--- src/hw/rtl/sse_pkg.sv ---
// ---------------------------------------------------------------------------
// Stride speed estimator package
// Control word layout, datapath operations, jump conditions and the
// microcode program shared by the sequencer and the datapath.
// ---------------------------------------------------------------------------
package sse_pkg;

   // Field widths
   localparam int STEP_W   = 4;
   localparam int CNT_W    = 5;
   localparam int IDX_W    = 2;
   localparam int CSR_W    = 16;

   // Arithmetic constants
   localparam logic [19:0] US_PER_S    = 20'd1000000;
   localparam logic [8:0]  Q8_ONE      = 9'd256;
   localparam logic [15:0] SPEED_LIMIT = 16'hFFFF;

   // Reset values of the configuration registers
   localparam logic [11:0] STRIDE_RESET = 12'd700;
   localparam logic [8:0]  WEIGHT_RESET = 9'd64;
   localparam logic [15:0] MAX_RESET    = 16'd5000;

   // Configuration register indexes
   localparam logic [IDX_W-1:0] CSR_STRIDE = 2'd0;
   localparam logic [IDX_W-1:0] CSR_WEIGHT = 2'd1;
   localparam logic [IDX_W-1:0] CSR_MAX    = 2'd2;

   // Program addresses
   localparam logic [STEP_W-1:0] S_ACCEPT  = 4'd0;
   localparam logic [STEP_W-1:0] S_NUM     = 4'd1;
   localparam logic [STEP_W-1:0] S_RANGE   = 4'd2;
   localparam logic [STEP_W-1:0] S_DIV1    = 4'd3;
   localparam logic [STEP_W-1:0] S_LOAD2   = 4'd4;
   localparam logic [STEP_W-1:0] S_DIV2    = 4'd5;
   localparam logic [STEP_W-1:0] S_INST_Q  = 4'd6;
   localparam logic [STEP_W-1:0] S_IZERO   = 4'd7;
   localparam logic [STEP_W-1:0] S_IMAX    = 4'd8;
   localparam logic [STEP_W-1:0] S_BLEND   = 4'd9;
   localparam logic [STEP_W-1:0] S_WAIT_UP = 4'd10;
   localparam logic [STEP_W-1:0] S_COMMIT  = 4'd11;
   localparam logic [STEP_W-1:0] S_WAIT_SK = 4'd12;
   localparam logic [STEP_W-1:0] S_SKIP    = 4'd13;

   typedef enum logic [3:0] {
      OP_NOP       = 4'd0,
      OP_LOAD      = 4'd1,
      OP_NUM       = 4'd2,
      OP_DIV       = 4'd3,
      OP_LOAD2     = 4'd4,
      OP_INST_Q    = 4'd5,
      OP_INST_ZERO = 4'd6,
      OP_INST_MAX  = 4'd7,
      OP_MIX       = 4'd8,
      OP_COMMIT    = 4'd9,
      OP_SKIP      = 4'd10
   } op_type;

   typedef enum logic [2:0] {
      COND_NEVER    = 3'd0,
      COND_ALWAYS   = 3'd1,
      COND_NO_REQ   = 3'd2,
      COND_NO_STEP  = 3'd3,
      COND_BIG      = 3'd4,
      COND_DIV_BUSY = 3'd5,
      COND_Q_ZERO   = 3'd6,
      COND_OUT_BUSY = 3'd7
   } cond_type;

   typedef struct packed {
      logic              accept_en;
      op_type            op;
      cond_type          cond;
      logic [STEP_W-1:0] target;
   } ucode_type;

   // Datapath status seen by the jump logic
   typedef struct packed {
      logic req_valid;
      logic no_step;
      logic big;
      logic div_busy;
      logic q_zero;
      logic out_busy;
   } sse_flags_type;

   // Microcode program: one control word per step
   function automatic ucode_type ucode_rom(input logic [STEP_W-1:0] pc);
      ucode_type uc;
      uc = '{accept_en: 1'b0, op: OP_NOP, cond: COND_NEVER, target: S_ACCEPT};
      case (pc)
         S_ACCEPT: begin
            uc.accept_en = 1'b1;
            uc.op        = OP_LOAD;
            uc.cond      = COND_NO_REQ;
            uc.target    = S_ACCEPT;
         end
         S_NUM: begin
            uc.op     = OP_NUM;
            uc.cond   = COND_NO_STEP;
            uc.target = S_WAIT_SK;
         end
         S_RANGE: begin
            uc.cond   = COND_BIG;
            uc.target = S_IZERO;
         end
         S_DIV1: begin
            uc.op     = OP_DIV;
            uc.cond   = COND_DIV_BUSY;
            uc.target = S_DIV1;
         end
         S_LOAD2: begin
            uc.op     = OP_LOAD2;
            uc.cond   = COND_Q_ZERO;
            uc.target = S_IMAX;
         end
         S_DIV2: begin
            uc.op     = OP_DIV;
            uc.cond   = COND_DIV_BUSY;
            uc.target = S_DIV2;
         end
         S_INST_Q: begin
            uc.op     = OP_INST_Q;
            uc.cond   = COND_ALWAYS;
            uc.target = S_BLEND;
         end
         S_IZERO: begin
            uc.op     = OP_INST_ZERO;
            uc.cond   = COND_ALWAYS;
            uc.target = S_BLEND;
         end
         S_IMAX: begin
            uc.op = OP_INST_MAX;
         end
         S_BLEND: begin
            uc.op = OP_MIX;
         end
         S_WAIT_UP: begin
            uc.cond   = COND_OUT_BUSY;
            uc.target = S_WAIT_UP;
         end
         S_COMMIT: begin
            uc.op     = OP_COMMIT;
            uc.cond   = COND_ALWAYS;
            uc.target = S_ACCEPT;
         end
         S_WAIT_SK: begin
            uc.cond   = COND_OUT_BUSY;
            uc.target = S_WAIT_SK;
         end
         S_SKIP: begin
            uc.op     = OP_SKIP;
            uc.cond   = COND_ALWAYS;
            uc.target = S_ACCEPT;
         end
         default: begin
            uc.cond   = COND_ALWAYS;
            uc.target = S_ACCEPT;
         end
      endcase
      return uc;
   endfunction

endpackage

--- src/hw/rtl/sse_seq.sv ---
// ---------------------------------------------------------------------------
// Stride speed estimator sequencer
// Step counter over the microcode table with conditional jumps; presents
// the current control word to the datapath.
// ---------------------------------------------------------------------------
module sse_seq
   import sse_pkg::*;
(
   input  logic          clock,
   input  logic          reset,
   input  sse_flags_type flags,
   output ucode_type     ctl
);

   logic [STEP_W-1:0] pc_ff;
   logic [STEP_W-1:0] pc_in;
   logic              take;

   // Fetch the control word
   assign ctl = ucode_rom(pc_ff);

   // Evaluate the jump condition
   always_comb begin
      unique case (ctl.cond)
         COND_NEVER:    take = 1'b0;
         COND_ALWAYS:   take = 1'b1;
         COND_NO_REQ:   take = !flags.req_valid;
         COND_NO_STEP:  take = flags.no_step;
         COND_BIG:      take = flags.big;
         COND_DIV_BUSY: take = flags.div_busy;
         COND_Q_ZERO:   take = flags.q_zero;
         COND_OUT_BUSY: take = flags.out_busy;
         default:       take = 1'b1;
      endcase
   end

   // Jump or advance
   assign pc_in = take ? ctl.target : pc_ff + STEP_W'(1);

   always_ff @(posedge clock) begin
      if (reset) begin
         pc_ff <= S_ACCEPT;
      end else begin
         pc_ff <= pc_in;
      end
   end

endmodule

--- src/hw/rtl/stride_speed_estimator.sv ---
// ---------------------------------------------------------------------------
// Stride speed estimator
// Turns step reports (cumulative step count, microsecond timestamp) into a
// smoothed, capped walking speed in mm/s.
// ---------------------------------------------------------------------------
// Usage:
//   req_* carries one step report per item; rsp_* returns one result per
//   item: the speed and a status bit (1 when the step count did not move and
//   the item was ignored). csr_* writes stride length, smoothing weight and
//   speed cap; write only while the block is idle.
//   An updating item runs through the second division only when the
//   interval needs it, and takes fewer steps when the interval is zero or
//   too large for it; each division makes one quotient bit per cycle
//   through the shared restoring divider. One item is in work at a time,
//   so the block takes no new item before it is through with the last;
//   req_stall is low only while the sequencer waits at its entry step and
//   reset is low.
//   The result sits in an output register; the block accepts the next item
//   while it waits, and stalls only before writing a new result over it.
//   Reset (synchronous) clears the step history and smoothed speed to zero,
//   loads the default configuration and drops any pending result.
// ---------------------------------------------------------------------------
module stride_speed_estimator
   import sse_pkg::*;
(
   input  logic             clock,
   input  logic             reset,
   input  logic             req_valid,
   output logic             req_stall,
   input  logic [31:0]      req_step_total,
   input  logic [63:0]      req_time_us,
   output logic             rsp_valid,
   input  logic             rsp_stall,
   output logic [15:0]      rsp_speed_mm_s,
   output logic             rsp_status,
   input  logic             csr_we,
   input  logic [IDX_W-1:0] csr_index,
   input  logic [CSR_W-1:0] csr_wdata
);

   ucode_type     ctl;
   sse_flags_type flags;

   // Configuration
   logic [11:0] stride_ff, stride_in;
   logic [8:0]  weight_ff, weight_in;
   logic [15:0] max_ff,    max_in;

   // History
   logic [31:0] last_step_ff, last_step_in;
   logic [63:0] last_time_ff, last_time_in;
   logic [15:0] smooth_ff,    smooth_in;

   // Working registers
   logic [31:0]      cur_step_ff, cur_step_in;
   logic [63:0]      cur_time_ff, cur_time_in;
   logic [31:0]      rem_ff, rem_in;
   logic [31:0]      quo_ff, quo_in;
   logic [31:0]      dvs_ff, dvs_in;
   logic [CNT_W-1:0] cnt_ff, cnt_in;
   logic [31:0]      num_ff, num_in;
   logic [15:0]      inst_ff, inst_in;
   logic [16:0]      mix_ff, mix_in;

   // Result register
   logic        rsp_valid_ff, rsp_valid_in;
   logic [15:0] rsp_speed_ff, rsp_speed_in;
   logic        rsp_status_ff, rsp_status_in;

   // Combinational helpers
   logic        accept;
   logic [63:0] dtime;
   logic [31:0] dsteps;
   logic [32:0] div_part;
   logic [32:0] div_diff;
   logic        div_ge;
   logic [31:0] num_mul;
   logic [8:0]  w_sat;
   logic [8:0]  w_inv;
   logic [24:0] mix_old;
   logic [24:0] mix_new;
   logic [24:0] mix_sum;
   logic [15:0] capped;

   sse_seq u_seq (
      .clock (clock),
      .reset (reset),
      .flags (flags),
      .ctl   (ctl)
   );

   // Handshake
   assign req_stall      = reset || !ctl.accept_en;
   assign accept         = req_valid && !req_stall;
   assign rsp_valid      = rsp_valid_ff;
   assign rsp_speed_mm_s = rsp_speed_ff;
   assign rsp_status     = rsp_status_ff;

   // Status for the jump logic
   assign flags.req_valid = req_valid;
   assign flags.no_step   = (dvs_ff == 32'd0);
   assign flags.big       = (rem_ff >= dvs_ff);
   assign flags.div_busy  = (cnt_ff != {CNT_W{1'b1}});
   assign flags.q_zero    = (quo_ff == 32'd0);
   assign flags.out_busy  = rsp_valid_ff;

   // Deltas since the last update
   assign dtime  = req_time_us - last_time_ff;
   assign dsteps = req_step_total - last_step_ff;

   // One restoring divide step
   assign div_part = {rem_ff, quo_ff[31]};
   assign div_diff = div_part - {1'b0, dvs_ff};
   assign div_ge   = !div_diff[32];

   // Numerator of the speed division
   assign num_mul = 32'(stride_ff) * 32'(US_PER_S);

   // Blend weights and products
   assign w_sat   = (weight_ff > Q8_ONE) ? Q8_ONE : weight_ff;
   assign w_inv   = Q8_ONE - w_sat;
   assign mix_old = 25'(smooth_ff) * 25'(w_inv);
   assign mix_new = 25'(inst_ff) * 25'(w_sat);
   assign mix_sum = mix_old + mix_new;

   // Cap against the configured maximum
   assign capped = (mix_ff > {1'b0, max_ff}) ? max_ff : mix_ff[15:0];

   // Configuration writes
   always_comb begin
      stride_in = stride_ff;
      weight_in = weight_ff;
      max_in    = max_ff;
      if (csr_we) begin
         case (csr_index)
            CSR_STRIDE: stride_in = csr_wdata[11:0];
            CSR_WEIGHT: weight_in = csr_wdata[8:0];
            CSR_MAX:    max_in    = csr_wdata;
            default:    ;
         endcase
      end
   end

   // Datapath operations
   always_comb begin
      last_step_in  = last_step_ff;
      last_time_in  = last_time_ff;
      smooth_in     = smooth_ff;
      cur_step_in   = cur_step_ff;
      cur_time_in   = cur_time_ff;
      rem_in        = rem_ff;
      quo_in        = quo_ff;
      dvs_in        = dvs_ff;
      cnt_in        = cnt_ff;
      num_in        = num_ff;
      inst_in       = inst_ff;
      mix_in        = mix_ff;
      rsp_valid_in  = rsp_valid_ff && rsp_stall;
      rsp_speed_in  = rsp_speed_ff;
      rsp_status_in = rsp_status_ff;
      unique case (ctl.op)
         OP_NOP: ;
         OP_LOAD: begin
            // latch the item and set up interval = dtime / dsteps
            if (accept) begin
               cur_step_in = req_step_total;
               cur_time_in = req_time_us;
               rem_in      = dtime[63:32];
               quo_in      = dtime[31:0];
               dvs_in      = dsteps;
            end
         end
         OP_NUM: begin
            num_in = num_mul;
            cnt_in = '0;
         end
         OP_DIV: begin
            rem_in = div_ge ? div_diff[31:0] : div_part[31:0];
            quo_in = {quo_ff[30:0], div_ge};
            cnt_in = cnt_ff + CNT_W'(1);
         end
         OP_LOAD2: begin
            // set up speed = num / interval
            rem_in = '0;
            dvs_in = quo_ff;
            quo_in = num_ff;
         end
         OP_INST_Q: begin
            inst_in = (quo_ff[31:16] != 16'd0) ? SPEED_LIMIT : quo_ff[15:0];
         end
         OP_INST_ZERO: inst_in = '0;
         OP_INST_MAX:  inst_in = max_ff;
         OP_MIX:       mix_in  = mix_sum[24:8];
         OP_COMMIT: begin
            smooth_in     = capped;
            last_step_in  = cur_step_ff;
            last_time_in  = cur_time_ff;
            rsp_valid_in  = 1'b1;
            rsp_speed_in  = capped;
            rsp_status_in = 1'b0;
         end
         OP_SKIP: begin
            rsp_valid_in  = 1'b1;
            rsp_speed_in  = smooth_ff;
            rsp_status_in = 1'b1;
         end
         default: ;
      endcase
   end

   // Control and architectural state
   always_ff @(posedge clock) begin
      if (reset) begin
         stride_ff    <= STRIDE_RESET;
         weight_ff    <= WEIGHT_RESET;
         max_ff       <= MAX_RESET;
         last_step_ff <= '0;
         last_time_ff <= '0;
         smooth_ff    <= '0;
         rsp_valid_ff <= 1'b0;
      end else begin
         stride_ff    <= stride_in;
         weight_ff    <= weight_in;
         max_ff       <= max_in;
         last_step_ff <= last_step_in;
         last_time_ff <= last_time_in;
         smooth_ff    <= smooth_in;
         rsp_valid_ff <= rsp_valid_in;
      end
   end

   // Payload registers
   always_ff @(posedge clock) begin
      cur_step_ff   <= cur_step_in;
      cur_time_ff   <= cur_time_in;
      rem_ff        <= rem_in;
      quo_ff        <= quo_in;
      dvs_ff        <= dvs_in;
      cnt_ff        <= cnt_in;
      num_ff        <= num_in;
      inst_ff       <= inst_in;
      mix_ff        <= mix_in;
      rsp_speed_ff  <= rsp_speed_in;
      rsp_status_ff <= rsp_status_in;
   end

endmodule

--- config.mk ---
export PLATFORM = sky130hd
export DESIGN_NAME = stride_speed_estimator
export DESIGN_NICKNAME = d
export VERILOG_FILES = /design/src/hw/rtl/sse_pkg.sv /design/src/hw/rtl/sse_seq.sv /design/src/hw/rtl/stride_speed_estimator.sv
export SDC_FILE = /design/constraint.sdc
export NUM_CORES = 2
export LEC_CHECK = 0
export ABC_AREA = 1
export BUFFER_PORTS_ARGS = -buffer_cell sky130_fd_sc_hd__buf_2
export CORE_MARGIN = 3
export CORE_UTILIZATION = 65
export CTS_CLUSTER_DIAMETER = 200
export DETAILED_ROUTE_END_ITERATION = 16
export PLACE_DENSITY = 0.94
export SLEW_MARGIN = 10
export SYNTH_ARGS = -nofsm -noshare
export SYNTH_HDL_FRONTEND = slang
export SYNTH_HIERARCHICAL = 1
export SYNTH_SLANG_ARGS = --single-unit
--- constraint.sdc ---
create_clock -name clock -period 11.7 [get_ports clock]
set_clock_uncertainty 0.05 [all_clocks]
set_input_delay 1.17 -clock clock [delete_from_list [all_inputs] [get_ports clock]]
set_output_delay 1.17 -clock clock [all_outputs]
set_load 0.005 [all_outputs]
# [After elaboration in Yosys (flattened, before gate mapping)]
# Index checks and enable logic that the tools add are counted.
[word_totals] regBits=427 out_inout_bits=19 wordCells=114
[op_classes] n_addsub=7 mul=3 order_cmp=3 eq_ne=34 mux=20 n_reduce_logical=28
[ops] operator="$pmux W32 S3" count=2
[ops] operator="$mux W32" count=4
[ops] operator="$pmux W7 S10" count=1
[ops] operator="$logic_not A32 Y1" count=2
[ops] operator="$pmux W32 S2" count=1
[ops] operator="$sub A64 B64 Y64" count=1
[ops] operator="$mul A16 B9 Y25" count=2
[ops] operator="$pmux W16 S3" count=1
[ops] operator="$pmux W4 S10" count=1
[ops] operator="$eq A4 B4 Y1 const B" count=9
[ops] operator="$sub A33 B32 Y33" count=1
[ops] operator="$eq A4 B3 Y1 const B" count=8
[ops] operator="$ge A32 B32 Y1" count=1
[ops] operator="$mux W16" count=2
[ops] operator="$pmux W16 S2" count=1
[ops] operator="$sub A32 B32 Y32" count=1
[ops] operator="$mul A12 B14 Y26 const B" count=1
[ops] operator="$add A25 B25 Y25" count=1
[ops] operator="$gt A17 B16 Y1" count=1
[ops] operator="$eq A4 B2 Y1 const B" count=4
[ops] operator="$reduce_bool A16 Y1" count=1
[ops] operator="$eq A3 B3 Y1 const B" count=4
[ops] operator="$reduce_and A2 Y1" count=6
[ops] operator="$pmux W5 S2" count=1
[ops] operator="25 further kinds" count=38

# [Depth between registers and ports, before layout]
[depth] ltp_word=8 ltp_mapped=32

# [Cells and area by module]
# The synthesis kept the hierarchy.
[by_module_without_submodules] mod="stride_speed_estimator" instances=1 cells_each=5453 area_per_inst_um2=39958.3
[by_module_without_submodules] mod="sse_seq" instances=1 cells_each=117 area_per_inst_um2=684.4

# [Worst setup path after synthesis]
# OpenSTA, ideal clock, no wires.
[synth_path] kind="register to register" from="register weight_ff[8]" to="register mix_ff[12] (data pin)" setup_ns=0.262 arrival_time_ns=5.928 path_slack_ns=5.460 stages_incl_launch_ff=28 path_buffers=2 synth_period_minus_slack_ns=6.240 path_cell_list="dfxtp_1 buf_2 nor2_1 inv_1 ha_1 nand4_2 nand2_1 o21ai_2 buf_4 nor2_1 fa_1 inv_1 fa_1 fa_1 inv_1 fa_1 fa_1 inv_1 fa_1 inv_1 ha_1 nand2_1 nand2_1 a31oi_1 o21ai_0 a21oi_1 o21bai_1 xor2_1"
[synth_via] elab_chain_cells=5 elab_cells_between_ends=6 cone_classes="2 x add/sub; 2 x mul; 1 x order compare; 1 x mux"
[synth_lines] item="start: declaration" line_no="stride_speed_estimator.sv:46" source="logic [8:0] weight_ff, weight_in;"
[synth_lines] item="start signal: assignment" line_no="stride_speed_estimator.sv:223" source="weight_ff <= weight_in;"
[synth_lines] item="$gt A9 B9 Y1" line_no="stride_speed_estimator.sv:120" source="assign w_sat = (weight_ff > Q8_ONE) ? Q8_ONE : weight_ff;"
[synth_lines] item="$mux W9 *" line_no="stride_speed_estimator.sv:120"
[synth_lines] item="$sub A9 B9 Y9" line_no="stride_speed_estimator.sv:121" source="assign w_inv = Q8_ONE - w_sat;"
[synth_lines] item="$mul A16 B9 Y25" line_no="stride_speed_estimator.sv:122" source="assign mix_old = 25'(smooth_ff) * 25'(w_inv);"
[synth_lines] item="$add A25 B25 Y25 *" line_no="stride_speed_estimator.sv:124" source="assign mix_sum = mix_old + mix_new;"
[synth_lines] item="named net mix_sum[20]" line_no="stride_speed_estimator.sv:82" source="logic [24:0] mix_sum;"
[synth_lines] item="end signal: assignment" line_no="stride_speed_estimator.sv:242" source="mix_ff <= mix_in;"
[synth_lines] item="end: declaration" line_no="stride_speed_estimator.sv:63" source="logic [16:0] mix_ff, mix_in;"
# Mark *: on every way through the listed nets, which the timed path passes. The rest lies on a longest branch.
# A chain may end at the register's enable or synchronous reset.

# [Final worst setup path]
# Ends and elaborated chain as after synthesis.

==> results.ini <==
[synth]
syn_avg_cell_area_um2=7.30
syn_inst=5569
netlist_area_mm2=0.0406
ys_warn_count=6
syn_nets=6300

[layout]
fillerInstances=5114
drive_gt1_share_pct=5.44
seq_area_mm2=0.0113
multi_input_area_mm2=0.0244
stdcell_area_mm2=0.0434
syn2layout_area_growth_pct=6.90
final_cells=6527
utilization_pct=70.3
fin_nets=6377

[clock_tree]
numCtsBuffers=46
htreeDepth=2
clk_pin_slew_ns=0.06
cts-resized-gates=0
clockBufferDepth=3
root_buffer=clkbuf_16
clock-sinks=427
cts_setup_buffers=0
cts_hold_buf=0
insertion_delay_ns=0.62
cts_tree=yes

[routing]
drt_iter0_markers=4842
vias=38059
wl_per_cell_um=19.8
route.detailed.drc=0
dr.pass1.iters=7
wl_um=129000
ant_nets=0
viasPerCell=5.83

[timing]
fin_tns_setup_ns=0
tightest_slew_ns=1.25
drv_slew=0
timing.final.crit_share_pct=68.1
slew-limit-headroom_pct=16.5
min_period_ns=7.97
setup_viol=0
finalHoldViolCount=0
max_freq_ghz=0.125
fin_ws_ns=3.73
whs_ns=0.409
grt_setup_unrepaired=no

[floorplan]
die_x_um=256
die_h_um=256
dieArea_mm2=0.0656
row_count=91
core_area_mm2=0.0618
start_util_pct=65.7
ioPinCount=138

[critical_path]
crit_path_end_kind=register
start_kind=register
r2r-end=mix_ff[12]
crit_fanout=20
rrSetupSlack_ns=3.73
rr_startpoint=weight_ff[8]
critPathRequiredTime_ns=12.02
critPathArrivalTime_ns=8.29
path_class=register to register
r2r_cells=25

[global_routing]
grt_pass1_wl_um=200000
grt_overflow=0
track_usage_pct=39.1
grt_pass1_vias=36143
grt_max_degree=111
antenna_found_initial=6

[pwr]
ir_drop_uv=205
p_leak_nw=21.9
p_total_mw=9.75
power_density_mw_per_mm2=225

[min_path]
min_path_cells=2
hold_class=register to register
min_from=last_time_ff[50]
hold_end=last_time_ff[50]

[placement]
gp_congestion=1.05
place_ws_ns=3.89
place_area_mm2=0.0419
port-buffer-count=137
dp_hpwl_um=105000
post-place-cells=6435

[run_status]
outcome=finished, final reports clean

[flow_run]
maxCapViolations=0

[routing by layer]
layer	part of all wire, %	wire length, µm	global-route usage [%]	up-vias
met5	0.018	23	0	-
met4	4.2	5380	13.7	4
met3	14	18000	11.8	404
met2	43	55100	58.9	2314
met1	39	51000	53.8	17698
li1	-	-	-	17639
[layout make-up]
type / instances / area share (%)
well taps: 837 / 2.41
inverters: 1172 / 10.2
clock buffers: 60 / 2.93
repair buffers: 150 / 1.80
diodes: 6 / 0.0346
clock inverters: 26 / 0.544
multi-input cells: 3849 / 56.2
flip-flops and latches: 427 / 26.0
[cell usage in the layout, fill, tap and decap left out, types with 8 or more instances in the layout]
master / instances
ha_1: 338
a21o_1: 12
clkinv_2: 9
buf_4: 13
nand2_1: 1501
a21oi_1: 316
fa_1: 274
clkbuf_16: 47
nor4_1: 25
inv_1: 1149
xnor2_1: 42
nand3_1: 332
o21ai_0: 279
nor2_4: 8
clkbuf_1: 8
o21bai_1: 15
nor3_1: 33
nand2_2: 20
edfxtp_1: 273
dfxtp_1: 154
o211ai_1: 19
and2_1: 14
xor2_1: 32
nand3b_1: 28
buf_2: 137
inv_2: 16
nor2_1: 432
nand4_1: 61
[state kept, by name, indices dropped and copies added, names as in the netlist]
name / count
cnt_ff: 5
cur_step_ff: 32
cur_time_ff: 64
dvs_ff: 32
inst_ff: 16
last_step_ff: 32
last_time_ff: 64
max_ff: 16
mix_ff: 17
num_ff: 26
quo_ff: 32
rem_ff: 32
rsp_speed_mm_s: 16
rsp_status: 1
rsp_valid: 1
smooth_ff: 16
stride_ff: 12
u_seq/pc_ff: 4
weight_ff: 9
[critical path: stages, from the launching register on]
cell      delay [ns]
dfxtp_1         0.56
nor2_1          0.87
inv_1           0.22
ha_1            0.31
nand4_2         0.19
nand2_1         0.16
o21ai_2         0.28
nor2_1          0.13
fa_1            0.56
inv_1           0.06
fa_1            0.49
fa_1            0.53
inv_1           0.05
fa_1            0.47
fa_1            0.54
inv_1           0.05
fa_1            0.65
inv_1           0.08
ha_1            0.38
a21oi_1         0.28
inv_1           0.07
a31oi_1         0.18
o21ai_0         0.11
a21oi_1         0.20
o21bai_1        0.11
xor2_1          0.14
[worst max path at each step]
stage | startpoint | endpoint | slack [ns]
floorplan | weight_ff[8] | mix_ff[12] | 5.46
global placement | weight_ff[8] | mix_ff[12] | 4.06
detailed placement | weight_ff[8] | mix_ff[12] | 3.89
CTS | weight_ff[8] | mix_ff[12] | 3.86
global route | weight_ff[8] | mix_ff[12] | 3.26
finish | weight_ff[8] | mix_ff[12] | 3.73
[where the power goes]
part           total [mW]  internal, mW  switching [mW]
Sequential           2.52          2.18           0.342
Combinational        5.75          1.84            3.91
Clock                1.48         0.807           0.675
Total                9.75          4.82            4.93
No activity file was read; power rests on OpenSTA's default activity.
